**src/rtl/yrt_pkg.sv**
```systemverilog
// Shared constants and types for the YUYV to RGB565 red-threshold block.
// No dependencies; imported by the core and its checker.
`default_nettype none

package yrt_pkg;

  typedef logic [7:0] level_t;

  // Register file layout: one 32-bit register at byte address 0.
  localparam int unsigned CFG_ADDR_W = 3;
  localparam int unsigned CFG_DATA_W = 32;
  localparam logic [CFG_ADDR_W-1:0] REG_RED_THRESHOLD = 3'd0;

  localparam level_t RED_THRESHOLD_RST = 8'd100;

  // Integer BT.601 red coefficients.
  localparam int COEF_Y     = 298;
  localparam int COEF_V     = 409;
  localparam int CHROMA_OFS = 128;
  localparam int ROUND_OFS  = 128;

endpackage

`default_nettype wire

```
**src/rtl/yuyv_to_rgb565_red_threshold_core.sv**
```systemverilog
// YUYV macropixel to thresholded RGB565 core: BT.601 red, threshold on green/blue.
// Depends on yrt_pkg (types, register map, coefficients).
`default_nettype none

// Channel  | Ports                                     | Handshake
// ---------+-------------------------------------------+------------------------------
// input    | in_luma_first/second, in_chroma_blue/red  | in_valid & !in_stall
// result   | out_first/second_rgb565, out_*_level      | out_valid & !out_stall
// config   | psel penable pwrite paddr pwdata prdata   | psel & penable & pwrite
//
// Flow: an accepted item passes from the input register through the conversion into the
// result register, which drives the result ports; one item enters every cycle while
// in_stall is low.
// Reset: rst_n is synchronous and active low; it empties both stages and loads the
// threshold with 100.
// Stalls: out_stall holds the result register; the input register keeps taking items
// until it too is full, so in_stall rises only when both stages hold an item.

module yuyv_to_rgb565_red_threshold_core (
  input  wire                              clk,
  input  wire                              rst_n,
  // input item
  input  wire                              in_valid,
  output logic                             in_stall,
  input  wire  [7:0]                       in_luma_first,
  input  wire  [7:0]                       in_chroma_blue,
  input  wire  [7:0]                       in_luma_second,
  input  wire  [7:0]                       in_chroma_red,
  // result item
  output logic                             out_valid,
  input  wire                              out_stall,
  output logic [15:0]                      out_first_rgb565,
  output logic [15:0]                      out_second_rgb565,
  output logic [7:0]                       out_first_red_level,
  output logic [7:0]                       out_first_green_blue_level,
  output logic [7:0]                       out_second_red_level,
  output logic [7:0]                       out_second_green_blue_level,
  // configuration
  input  wire                              psel,
  input  wire                              penable,
  input  wire                              pwrite,
  input  wire  [yrt_pkg::CFG_ADDR_W-1:0]   paddr,
  input  wire  [yrt_pkg::CFG_DATA_W-1:0]   pwdata,
  output logic [yrt_pkg::CFG_DATA_W-1:0]   prdata,
  output logic                             pready
);
  import yrt_pkg::*;

  // Red level of one pixel: clamp((298*Y + 409*(V-128) + 128) >> 8) to 0..255.
  // The sum spans -52224..128061, so 19 signed bits hold it.
  function automatic level_t red_level(input logic [7:0] luma, input logic [7:0] vbyte);
    logic signed [18:0] sum;
    sum = 19'(COEF_Y) * $signed({11'b0, luma})
        + 19'(COEF_V) * ($signed({11'b0, vbyte}) - 19'(CHROMA_OFS))
        + 19'(ROUND_OFS);
    if (sum[18]) begin
      red_level = '0;
    end else if (|sum[17:16]) begin
      red_level = '1;
    end else begin
      red_level = sum[15:8];
    end
  endfunction

  // ---------------------------------------------------------------------------
  // Configuration: decoded per 32-bit word, only the low register exists.
  // ---------------------------------------------------------------------------
  level_t red_thr_r;
  logic   cfg_hit;

  assign pready  = 1'b1;
  assign cfg_hit = (paddr[CFG_ADDR_W-1:2] == REG_RED_THRESHOLD[CFG_ADDR_W-1:2]);

  always_ff @(posedge clk) begin
    if (!rst_n) begin
      red_thr_r <= RED_THRESHOLD_RST;
    end else if (psel && penable && pwrite && pready && cfg_hit) begin
      red_thr_r <= pwdata[7:0];
    end
  end

  assign prdata = cfg_hit ? {{(CFG_DATA_W-8){1'b0}}, red_thr_r} : '0;

  // ---------------------------------------------------------------------------
  // Stage 1: input register. U is not needed, since green and blue are replaced.
  // ---------------------------------------------------------------------------
  logic       s1_valid_r;
  logic [7:0] s1_luma0_r;
  logic [7:0] s1_luma1_r;
  logic [7:0] s1_vbyte_r;
  logic       advance;
  logic       in_take;

  // Stage 1 moves on whenever the result register is empty or being drained.
  assign advance  = !out_valid || !out_stall;
  assign in_stall = s1_valid_r && !advance;
  assign in_take  = in_valid && !in_stall;

  always_ff @(posedge clk) begin
    if (!rst_n) begin
      s1_valid_r <= 1'b0;
    end else if (!s1_valid_r || advance) begin
      s1_valid_r <= in_valid;
    end
  end

  always_ff @(posedge clk) begin
    if (in_take) begin
      s1_luma0_r <= in_luma_first;
      s1_luma1_r <= in_luma_second;
      s1_vbyte_r <= in_chroma_red;
    end
  end

  // ---------------------------------------------------------------------------
  // Conversion: two red levels, threshold, RGB565 pack.
  // ---------------------------------------------------------------------------
  level_t red0, red1, gb0, gb1;

  always_comb begin
    red0 = red_level(s1_luma0_r, s1_vbyte_r);
    red1 = red_level(s1_luma1_r, s1_vbyte_r);
    // below threshold: drop green and blue, else copy red into both
    gb0  = (red0 < red_thr_r) ? '0 : red0;
    gb1  = (red1 < red_thr_r) ? '0 : red1;
  end

  // ---------------------------------------------------------------------------
  // Stage 2: result register, held while it holds an item and out_stall is high.
  // ---------------------------------------------------------------------------
  logic   out_valid_r;
  level_t red0_r, red1_r, gb0_r, gb1_r;

  always_ff @(posedge clk) begin
    if (!rst_n) begin
      out_valid_r <= 1'b0;
    end else if (advance) begin
      out_valid_r <= s1_valid_r;
    end
  end

  always_ff @(posedge clk) begin
    if (advance && s1_valid_r) begin
      red0_r <= red0;
      red1_r <= red1;
      gb0_r  <= gb0;
      gb1_r  <= gb1;
    end
  end

  assign out_valid                   = out_valid_r;
  assign out_first_red_level         = red0_r;
  assign out_first_green_blue_level  = gb0_r;
  assign out_second_red_level        = red1_r;
  assign out_second_green_blue_level = gb1_r;
  assign out_first_rgb565            = {red0_r[7:3], gb0_r[7:2], gb0_r[7:3]};
  assign out_second_rgb565           = {red1_r[7:3], gb1_r[7:2], gb1_r[7:3]};

endmodule

`default_nettype wire

```
**config.mk**
```make
export PLATFORM = sky130hd
export DESIGN_NAME = yuyv_to_rgb565_red_threshold_core
export DESIGN_NICKNAME = d
export VERILOG_FILES = /design/src/rtl/yrt_pkg.sv /design/src/rtl/yuyv_to_rgb565_red_threshold_core.sv
export SDC_FILE = /design/constraint.sdc
export NUM_CORES = 1
export LEC_CHECK = 0
export ABC_AREA = 1
export BUFFER_PORTS_ARGS = -buffer_cell sky130_fd_sc_hd__buf_2
export CAP_MARGIN = 20
export CORE_UTILIZATION = 25
export DETAILED_ROUTE_END_ITERATION = 7
export GPL_ROUTABILITY_DRIVEN = 0
export PLACE_DENSITY = 0.45
export SLEW_MARGIN = 30
export SYNTH_ARGS = -nofsm -noshare
export SYNTH_HDL_FRONTEND = slang
export SYNTH_SLANG_ARGS = --single-unit
export TNS_END_PERCENT = 1
```
**constraint.sdc**
```tcl
create_clock -name clk -period 14.5 [get_ports clk]
set_input_delay 0 -clock clk [delete_from_list [all_inputs] [get_ports clk]]
set_output_delay 0 -clock clk [all_outputs]
set_load 0.02 [all_outputs]
```
==> results of run 1 <==
==> through the flow <==
stage,hold slack (ns),cells,cell area [µm²],setup slack [ns]
6_report,0.260,1533,9730,6.98
5_1_grt,0.286,1533,9730,6.33
4_1_cts,0.242,1533,9720,6.83
3_5_place_dp,0.178,1475,9010,6.81
3_3_place_gp,0.176,1474,9000,6.83
2_1_floorplan,0.0989,979,8310,8.01
==> timing repair <==
item                                   in CTS  in global routing
endpoints found under the hold margin      34                  0
hold buffers                               42                  0
buffers inserted                            0                  0
==> sequential cells by signal (all words and copies together), names as in the netlist <==
register	cells
out_second_red_level	8
s1_luma0_r	8
s1_vbyte_r	8
red_thr_r	8
out_first_green_blue_level	8
out_valid	1
s1_valid_r	1
out_second_green_blue_level	8
out_first_red_level	8
s1_luma1_r	8
==> logic make-up after synthesis <==
group | synth area share
and+or+nand+nor | 0.152
adders and majority gates | 0.363
xor gates and xnor gates | 0.0490
AOI/OAI and AO/OA | 0.0823
buffers and inverters | 0.123
other | 0.000914
DFF | 0.229
==> worst reg2reg max path, delay by kind of cell, from the launching register on <==
family | cells | cell delay (ns)
adder cells (fa/ha/maj) | 9 | 3.25
XOR/XNOR | 1 | 0.16
buffers and inverters | 6 | 0.65
AND/OR/NAND/NOR | 12 | 1.10
AO/OA/AOI/OAI | 6 | 1.59
flip-flops | 1 | 0.49
==> metal layers <==
| metal | GRT usage | share of wire | vias up |
|---|---|---|---|
| li1 | - | - | 3352 |
| met5 | 0 | 0 | - |
| met3 | 0.0238 | 0.046 | 14 |
| met2 | 0.190 | 0.45 | 153 |
| met1 | 0.147 | 0.50 | 2816 |
| met4 | 0.0253 | 0.0092 | 0 |
==> area by class of cell <==
| class | count | area share |
|---|---|---|
| Sequential cell | 66 | 0.193 |
| Multi-Input combinational cell | 700 | 0.558 |
| Timing Repair Buffer | 156 | 0.103 |
| Clock inverter | 5 | 0.00566 |
| Clock buffer | 11 | 0.0239 |
| Tap cell | 442 | 0.0569 |
| Inverter | 153 | 0.0591 |
==> worst min path at each step <==
stage / end / from / slack, ns
final: red_thr_r[3]$_SDFFE_PN0P_ / psel / 0.26
after floorplan: s1_luma0_r[0]$_DFFE_PP_ / in_luma_first[0] / 0.1
after CTS: red_thr_r[3]$_SDFFE_PN0P_ / psel / 0.24
after detailed placement: s1_luma0_r[6]$_DFFE_PP_ / in_luma_first[6] / 0.18
after global routing: red_thr_r[3]$_SDFFE_PN0P_ / psel / 0.29
after global placement: s1_luma0_r[6]$_DFFE_PP_ / in_luma_first[6] / 0.18
==> layout by cell type, fill, tap and decap left out, types with 3 or more instances in the layout <==
master	n
and3_1	3
fa_1	26
nand4_1	3
buf_2	113
nand2_4	8
dfxtp_1	10
o211ai_1	6
nand2_1	173
a21oi_1	84
o21ai_1	6
inv_1	149
nand2_2	10
a31oi_1	5
xor2_1	28
nor3_1	6
edfxtp_1	56
xnor2_1	18
nor2_1	49
ha_1	197
conb_1	25
o21ai_0	12
o21bai_1	6
nand3_2	7
clkbuf_16	9
dlygate4sd3_1	42
nand3_1	16
==> metrics.md, run 1 <==
| Metric | Value |
|---|---|
| Status | `completed` |
| Largest net degree at the start of global routing | `25` |
| Syn avg cell area | `8.60 µm²` |
| Distinct cells, synth | `35` |
| Predominant post-synthesis flop cell | `edfxtp_1` |
| CP most frequent cell | `nand2_1` |
| Clock Latency Late Sink | `0.36 ns` |
| Top-count cell post-synth | `ha_1` |
| Fillers | `3494` |
| Worst Skew | `0.0167 ns` |
| Multi-input gate area | `5430 µm²` |
| Dpl hpwl | `15700 µm` |
| Unrepaired setup endpoints after global routing | `no` |
| First-pass GRT wire length | `29500 µm` |
| Startpoint of the worst-slack reg-to-reg timing path | `s1_vbyte_r[7]$_DFFE_PP_` |
| Slew @ Worst Pin | `0.899 ns` |
| DR WL/cell | `11.9 µm` |
| Die area | `33600 µm²` |
| Mapped cell area | `8220 µm²` |
| Setup TNS Final | `0 ns` |
| Final number of hold-violating endpoints | `0` |
| Critical Path End | `out_first_green_blue_level[0]$_SDFFCE_PN0P_` |
| Number of synthesized register bits | `66` |
| Setup violators final | `0` |
| Depth of the worst hold-timing path | `4` |
| Register area | `1880 µm²` |
| Max-slew violations | `0` |
| Layout cells sized above 1 | `0.148` |
| Crit path depth | `34` |
| Port bufs | `113` |
| Fmax | `0.133 GHz` |
| Vias in the first global route | `6052` |
| CP required | `14.57 ns` |
| Register area share after synthesis | `0.229` |
| First DRT Iteration DRCs | `178` |
| Cells on worst reg2reg path | `34` |
| CTS sink count | `66` |
| Crit path max-delay family | `adder cells` |
| Setup crit start | `s1_vbyte_r[7]$_DFFE_PP_` |
| CTS clk-pin slew, worst paths | `0.07 ns` |
| Crit end category | `register` |
| Post-synth top cells | `ha_1, nand2_1, inv_1` |
| Buffers & Inverters on Critical Path | `6` |
| Max FO, Critical Path | `8` |
| Post_cts resized | `0` |
| Period Utilization, post-route | `0.519` |
| Gr usage total | `0.113` |
| Ys Warns | `0` |
| Nets@finish | `1383` |
| Num CTS Buffers | `9` |
| Worst slew margin | `0.397` |
| Leading area contributor after synthesis | `ha_1` |
| CTS tree | `yes` |
| Area grow syn2layout | `18.3%` |
| Grt ovf | `0` |
| # rows | `66` |
| CP arrival | `7.59 ns` |
| DRC Markers | `0` |
| Vias | `6335` |
| Reg2reg end | `out_first_green_blue_level[0]$_SDFFCE_PN0P_` |
| Post-DRT Antenna Nets | `0` |
| Initial antenna violation count | `0` |
| Synth top area share | `0.300` |
| Util after Layout | `0.300` |
| CP max stage delay | `0.71 ns` |
| Hold/Removal Path Class | `input port to register` |
| Cell count after synthesis | `956` |
| Via density | `4.13` |
| Max Cap Violations | `0` |
| Die height | `183 µm` |
| Period minus WS final | `7.52 ns` |
| Critical path class | `register to register` |
| Number of detailed-route iterations in the first pass | `4` |
| Clock tree buffer depth | `2` |
| Antenna fix cells | `0` |
| IO Count | `173` |
| CP Launch Type | `register` |
| Initial Utilization | `0.253` |
| Core Region | `32500 µm²` |
| Ys async rst share | `0` |
| Die Span X | `183 µm` |
| Routed wire length | `18200 µm` |
| Synth area leaders | `ha_1, edfxtp_1, nand2_1, inv_1, fa_1` |
| Post-synth EDFFs | `56` |
| Slowest CP cell | `a211oi_1` |
| Clock root cell | `clkbuf_16` |
| Worst R2R Setup Slack | `6.98 ns` |
| CTS H-Tree Depth | `3` |
Power of run 1 is left out: the tool's default activity adds up to more than one toggle a clock period on the data nets, which glitch-free logic cannot reach.
==> run 2, diff against run 1 <==
==> constraint.sdc (replaced) <==
create_clock -name clk -period 7.4 [get_ports clk]
set_input_delay 0 -clock clk [delete_from_list [all_inputs] [get_ports clk]]
set_output_delay 0 -clock clk [all_outputs]
set_load 0.02 [all_outputs]
==> metrics.md, run 2 (synthesis gave the netlist of run 1 again) <==
| Metric | Value |
|---|---|
| Status | `completed` |
| Slew @ Worst Pin | `0.597 ns (-0.301 ns)` |
| Final number of hold-violating endpoints | `0 (unchanged)` |
| Worst Skew | `0.0146 ns (-0.00204 ns)` |
| Setup TNS Final | `0 ns (unchanged)` |
| CP most frequent cell | `nand2_1` |
| Die Span X | `183 µm (unchanged)` |
| Layout cells sized above 1 | `0.157 (+0.00859)` |
| Commonest non-fill, non-tap cell in the layout | `ha_1` |
| Worst slew margin | `0.599 (+0.202)` |
| Post-DRT Antenna Nets | `0 (unchanged)` |
| Fmax | `0.147 GHz (+11%)` |
| Core Region | `32500 µm² (unchanged)` |
| Initial antenna violation count | `0 (unchanged)` |
| Vias | `6302 (-0.52%)` |
| Util after Layout | `0.304 (+0.00432)` |
| # rows | `66 (unchanged)` |
| Clock root cell | `clkbuf_16` |
| Setup violators final | `0 (unchanged)` |
| Critical path class | `register to register` |
| Largest net degree at the start of global routing | `25 (unchanged)` |
| CP required | `7.49 ns (-7.08 ns)` |
| Reg2reg end | `out_first_green_blue_level[2]$_SDFFCE_PN0P_` |
| Grt ovf | `0 (unchanged)` |
| Clock Latency Late Sink | `0.35 ns (about the same)` |
| Die area | `33600 µm² (unchanged)` |
| CTS clk-pin slew, worst paths | `0.08 ns (about the same)` |
| CP max stage delay | `0.50 ns (-0.21 ns)` |
| Period Utilization, post-route | `0.920 (+0.401)` |
| Vias in the first global route | `6070 (+0.30%)` |
| Die height | `183 µm (unchanged)` |
| Critical Path End | `out_first_green_blue_level[2]$_SDFFCE_PN0P_` |
| Most frequent cells in the layout | `ha_1, nand2_1, inv_1, buf_2, a21oi_1` |
| Crit end category | `register` |
| First DRT Iteration DRCs | `249 (+40%)` |
| Initial Utilization | `0.253 (unchanged)` |
| CTS H-Tree Depth | `3 (unchanged)` |
| CP Launch Type | `register` |
| Hold/Removal Path Class | `input port to register` |
| IO Count | `173 (unchanged)` |
| Fillers | `3468 (-0.74%)` |
| Gr usage total | `0.115 (+0.00249)` |
| Number of detailed-route iterations in the first pass | `4 (unchanged)` |
| Via density | `4.10 (-0.78%)` |
| Worst R2R Setup Slack | `0.60 ns (-6.38 ns)` |
| Unrepaired setup endpoints after global routing | `no` |
| DRC Markers | `0 (unchanged)` |
| Area grow syn2layout | `20.0%` |
| Port bufs | `113 (unchanged)` |
| Routed wire length | `18700 µm (+2.6%)` |
| Period minus WS final | `6.80 ns (-0.716 ns)` |
| Nets@finish | `1387 (+0.29%)` |
| CP arrival | `6.90 ns (-0.69 ns)` |
| Dpl hpwl | `15800 µm (+0.27%)` |
| Setup crit start | `s1_vbyte_r[3]$_DFFE_PP_` |
| First-pass GRT wire length | `30200 µm (+2.4%)` |
| Clock tree buffer depth | `2 (unchanged)` |
| Max FO, Critical Path | `8 (unchanged)` |
| Startpoint of the worst-slack reg-to-reg timing path | `s1_vbyte_r[3]$_DFFE_PP_` |
| CTS tree | `yes` |
| CTS sink count | `66 (unchanged)` |
| DR WL/cell | `12.2 µm (+2.4%)` |
| Max Cap Violations | `0 (unchanged)` |
| Num CTS Buffers | `9 (unchanged)` |
| Max-slew violations | `0 (unchanged)` |
| Antenna fix cells | `0 (unchanged)` |
| Slowest CP cell | `fa_1` |
| Cells on worst reg2reg path | `38 (+12%)` |
run 2: worst min path at each step:
stage	to	from	slack, ns	depth (start not counted)
final	red_thr_r[3]$_SDFFE_PN0P_	psel	0.26	4
after global routing	red_thr_r[7]$_SDFFE_PN0P_	psel	0.29	4
after CTS	red_thr_r[3]$_SDFFE_PN0P_	psel	0.24	4
after detailed placement	s1_luma0_r[6]$_DFFE_PP_	in_luma_first[6]	0.18	1
after global placement	s1_luma0_r[6]$_DFFE_PP_	in_luma_first[6]	0.18	1
after floorplan	s1_luma0_r[0]$_DFFE_PP_	in_luma_first[0]	0.1	0
run 2: layer usage:
layer | GRT usage | share of wire | up-vias
met5 | 0 | 0 | -
met4 | 0.0337 | 0.018 | 0
met3 | 0.0214 | 0.044 | 17
met2 | 0.188 | 0.44 | 150
met1 | 0.155 | 0.50 | 2792
li1 | - | - | 3343
run 2: stage by stage:
step,cells,setup WS [ns],area [µm²],hold WS [ns]
floorplan,979,0.913,8310,0.0989
global placement,1477,0.422,9020,0.176
detailed placement,1478,0.426,9030,0.178
CTS,1535,0.384,9810,0.240
global route,1537,0.0148,9870,0.291
finish,1537,0.595,9870,0.259
run 2: cell type report:
cell class | count | area (µm²) | area share
clock buffers | 10 | 229 | 0.0232
clock inverters | 6 | 138 | 0.0140
inverters | 153 | 574 | 0.0582
multi-input cells | 700 | 5460 | 0.554
flip-flops and latches | 66 | 1880 | 0.191
well taps | 442 | 553 | 0.0561
repair buffers | 160 | 1030 | 0.104
run 2: what timing repair did:
action	CTS	global route
setup endpoints to repair	0	16
hold buffers	41	0
buffers inserted	0	2
resized for setup	0	6
endpoints found under the hold margin	34	0
run 2: critical path: cells and delay by family (launching register included):
kind / cells / cell delay, ns
adder cells (fa/ha/maj): 9 / 3.09
AND/OR/NAND/NOR: 15 / 1.39
buffers and inverters: 8 / 0.76
AO/OA/AOI/OAI: 5 / 0.69
flip-flops: 1 / 0.46
XOR/XNOR: 1 / 0.13
Power of run 2 is left out for the same reason.
==> run 3, diff against run 2 <==
--- a/config.mk
+++ b/config.mk
@@ -8,10 +8,12 @@
 export ABC_AREA = 1
 export BUFFER_PORTS_ARGS = -buffer_cell sky130_fd_sc_hd__buf_2
 export CAP_MARGIN = 20
+export CELL_PAD_IN_SITES_DETAIL_PLACEMENT = 1
+export CELL_PAD_IN_SITES_GLOBAL_PLACEMENT = 2
 export CORE_UTILIZATION = 25
 export DETAILED_ROUTE_END_ITERATION = 7
 export GPL_ROUTABILITY_DRIVEN = 0
-export PLACE_DENSITY = 0.45
+export PLACE_DENSITY = 0.66
 export SLEW_MARGIN = 30
 export SYNTH_ARGS = -nofsm -noshare
 export SYNTH_HDL_FRONTEND = slang
==> metrics.md, run 3 (synthesis gave the netlist of run 1 again) <==
| Metric | Value |
|---|---|
| Hold/Removal Path Class | `input port to register` |
| Dpl hpwl | `17400 µm (+10%)` |
| CTS H-Tree Depth | `3 (unchanged)` |
| CTS tree | `yes` |
| Startpoint of the worst-slack reg-to-reg timing path | `s1_vbyte_r[1]$_DFFE_PP_` |
| Worst hold path startpoint | `rst_n` |
| Die height | `183 µm (unchanged)` |
| CP required | `7.49 ns (about the same)` |
| Setup violators final | `0 (unchanged)` |
| CP arrival | `6.95 ns (+0.05 ns)` |
| Commonest non-fill, non-tap cell in the layout | `ha_1` |
| Fmax | `0.146 GHz (-0.74%)` |
| Most frequent cells in the layout | `ha_1, nand2_1, inv_1, buf_2, a21oi_1` |
| Fillers | `3912 (+13%)` |
| IO Count | `173 (unchanged)` |
| Reg2reg end | `out_second_green_blue_level[4]$_SDFFCE_PN0P_` |
| Crit end category | `register` |
| Initial Utilization | `0.253 (unchanged)` |
| Post-DRT Antenna Nets | `0 (unchanged)` |
| Core Region | `32500 µm² (unchanged)` |
| DRC Markers | `0 (unchanged)` |
| Cells on worst reg2reg path | `32 (-16%)` |
| Antenna fix cells | `0 (unchanged)` |
| # rows | `66 (unchanged)` |
| Routed wire length | `20500 µm (+9.4%)` |
| Die Span X | `183 µm (unchanged)` |
| Num CTS Buffers | `9 (unchanged)` |
| Largest net degree at the start of global routing | `25 (unchanged)` |
| Via density | `4.20 (+2.4%)` |
| Port bufs | `113 (unchanged)` |
| Vias in the first global route | `6538 (+7.7%)` |
| Period minus WS final | `6.86 ns (+0.0505 ns)` |
| Setup TNS Final | `0 ns (unchanged)` |
| Critical path class | `register to register` |
| Nets@finish | `1393 (+0.43%)` |
| Worst R2R Setup Slack | `0.54 ns (-0.05 ns)` |
| Worst slew margin | `0.607 (+0.00832)` |
| Hold WS | `0.0441 ns (-0.215 ns)` |
| Clock tree buffer depth | `2 (unchanged)` |
| Area grow syn2layout | `20.2%` |
| Util after Layout | `0.304 (+0.000386)` |
| Vias | `6477 (+2.8%)` |
| CTS sink count | `66 (unchanged)` |
| Hold Crit Endpoint | `s1_valid_r$_SDFFE_PN0N_` |
| Grt ovf | `0 (unchanged)` |
| DR WL/cell | `13.3 µm (+8.9%)` |
| Clock Latency Late Sink | `0.36 ns (about the same)` |
| Period Utilization, post-route | `0.926 (+0.00683)` |
| Final number of hold-violating endpoints | `0 (unchanged)` |
| Layout cells sized above 1 | `0.163 (+0.00641)` |
| First DRT Iteration DRCs | `162 (-35%)` |
| First-pass GRT wire length | `33100 µm (+9.7%)` |
| CP Launch Type | `register` |
| Max-slew violations | `0 (unchanged)` |
| Die area | `33600 µm² (unchanged)` |
| Depth of the worst hold-timing path | `3 (-1)` |
| CP max stage delay | `0.54 ns (+0.04 ns)` |
| Initial antenna violation count | `0 (unchanged)` |
| Slowest CP cell | `edfxtp_1` |
| Max FO, Critical Path | `8 (unchanged)` |
| Status | `completed` |
| Clock root cell | `clkbuf_16` |
| CTS clk-pin slew, worst paths | `0.07 ns (about the same)` |
| Unrepaired setup endpoints after global routing | `no` |
| CP most frequent cell | `ha_1` |
| Slew @ Worst Pin | `0.589 ns (-0.00819 ns)` |
| Gr usage total | `0.127 (+0.0113)` |
| Max Cap Violations | `0 (unchanged)` |
| Number of detailed-route iterations in the first pass | `4 (unchanged)` |
| Worst Skew | `0.0179 ns (+0.00331 ns)` |
## run 3: timing repair
item / 4_1_cts / 5_1_grt
setup buffers: 0 / 3
endpoints found under the setup margin: 0 / 16
hold buffers: 42 / 0
hold endpoints to repair: 34 / 0
gates resized for setup: 0 / 8
## run 3: critical path: cells and delay by family (launching register included)
family,cells,cell delay (ns)
AO/OA/AOI/OAI,8,1.12
adder cells (fa/ha/maj),9,3.18
buffers and inverters,4,0.47
AND/OR/NAND/NOR,10,0.95
flip-flops,1,0.54
XOR/XNOR,1,0.31
## run 3: metal layers
| layer | vias up | routed length (µm) | global-route usage | part of all wire |
|---|---|---|---|---|
| met3 | 14 | 713 | 0.0210 | 0.035 |
| li1 | 3364 | - | - | - |
| met5 | - | 0 | 0 | 0 |
| met2 | 139 | 9360 | 0.213 | 0.46 |
| met1 | 2960 | 10200 | 0.167 | 0.50 |
| met4 | 0 | 236 | 0.0327 | 0.012 |
## run 3: worst max path at each step
stage                                       start                                            to  slack (ns)
final                     s1_vbyte_r[1]$_DFFE_PP_  out_second_green_blue_level[4]$_SDFFCE_PN0P_        0.54
after global routing      s1_vbyte_r[1]$_DFFE_PP_  out_second_green_blue_level[2]$_SDFFCE_PN0P_       0.007
after CTS                 s1_vbyte_r[1]$_DFFE_PP_   out_first_green_blue_level[6]$_SDFFCE_PN0P_        0.28
after detailed placement  s1_vbyte_r[1]$_DFFE_PP_   out_first_green_blue_level[6]$_SDFFCE_PN0P_        0.32
after global placement    s1_vbyte_r[1]$_DFFE_PP_   out_first_green_blue_level[6]$_SDFFCE_PN0P_        0.39
after floorplan           s1_vbyte_r[3]$_DFFE_PP_   out_first_green_blue_level[0]$_SDFFCE_PN0P_        0.91
## run 3: through the flow
stage	std cells	cell area (µm²)	setup WS, ns
after global routing	1543	9880	0.00650
after detailed placement	1482	9080	0.322
after floorplan	979	8310	0.913
final	1543	9880	0.545
after CTS	1540	9800	0.276
after global placement	1481	9050	0.392
## run 3: final cells by class
class                   instances  area [µm²]  area share
multi-input cells             700        5480       0.554
flip-flops and latches         66        1880       0.190
repair buffers                166        1090       0.110
inverters                     153         574      0.0581
well taps                     442         553      0.0560
clock buffers                   9         225      0.0228
clock inverters                 7        78.8     0.00798
Power of run 3 is left out for the same reason.
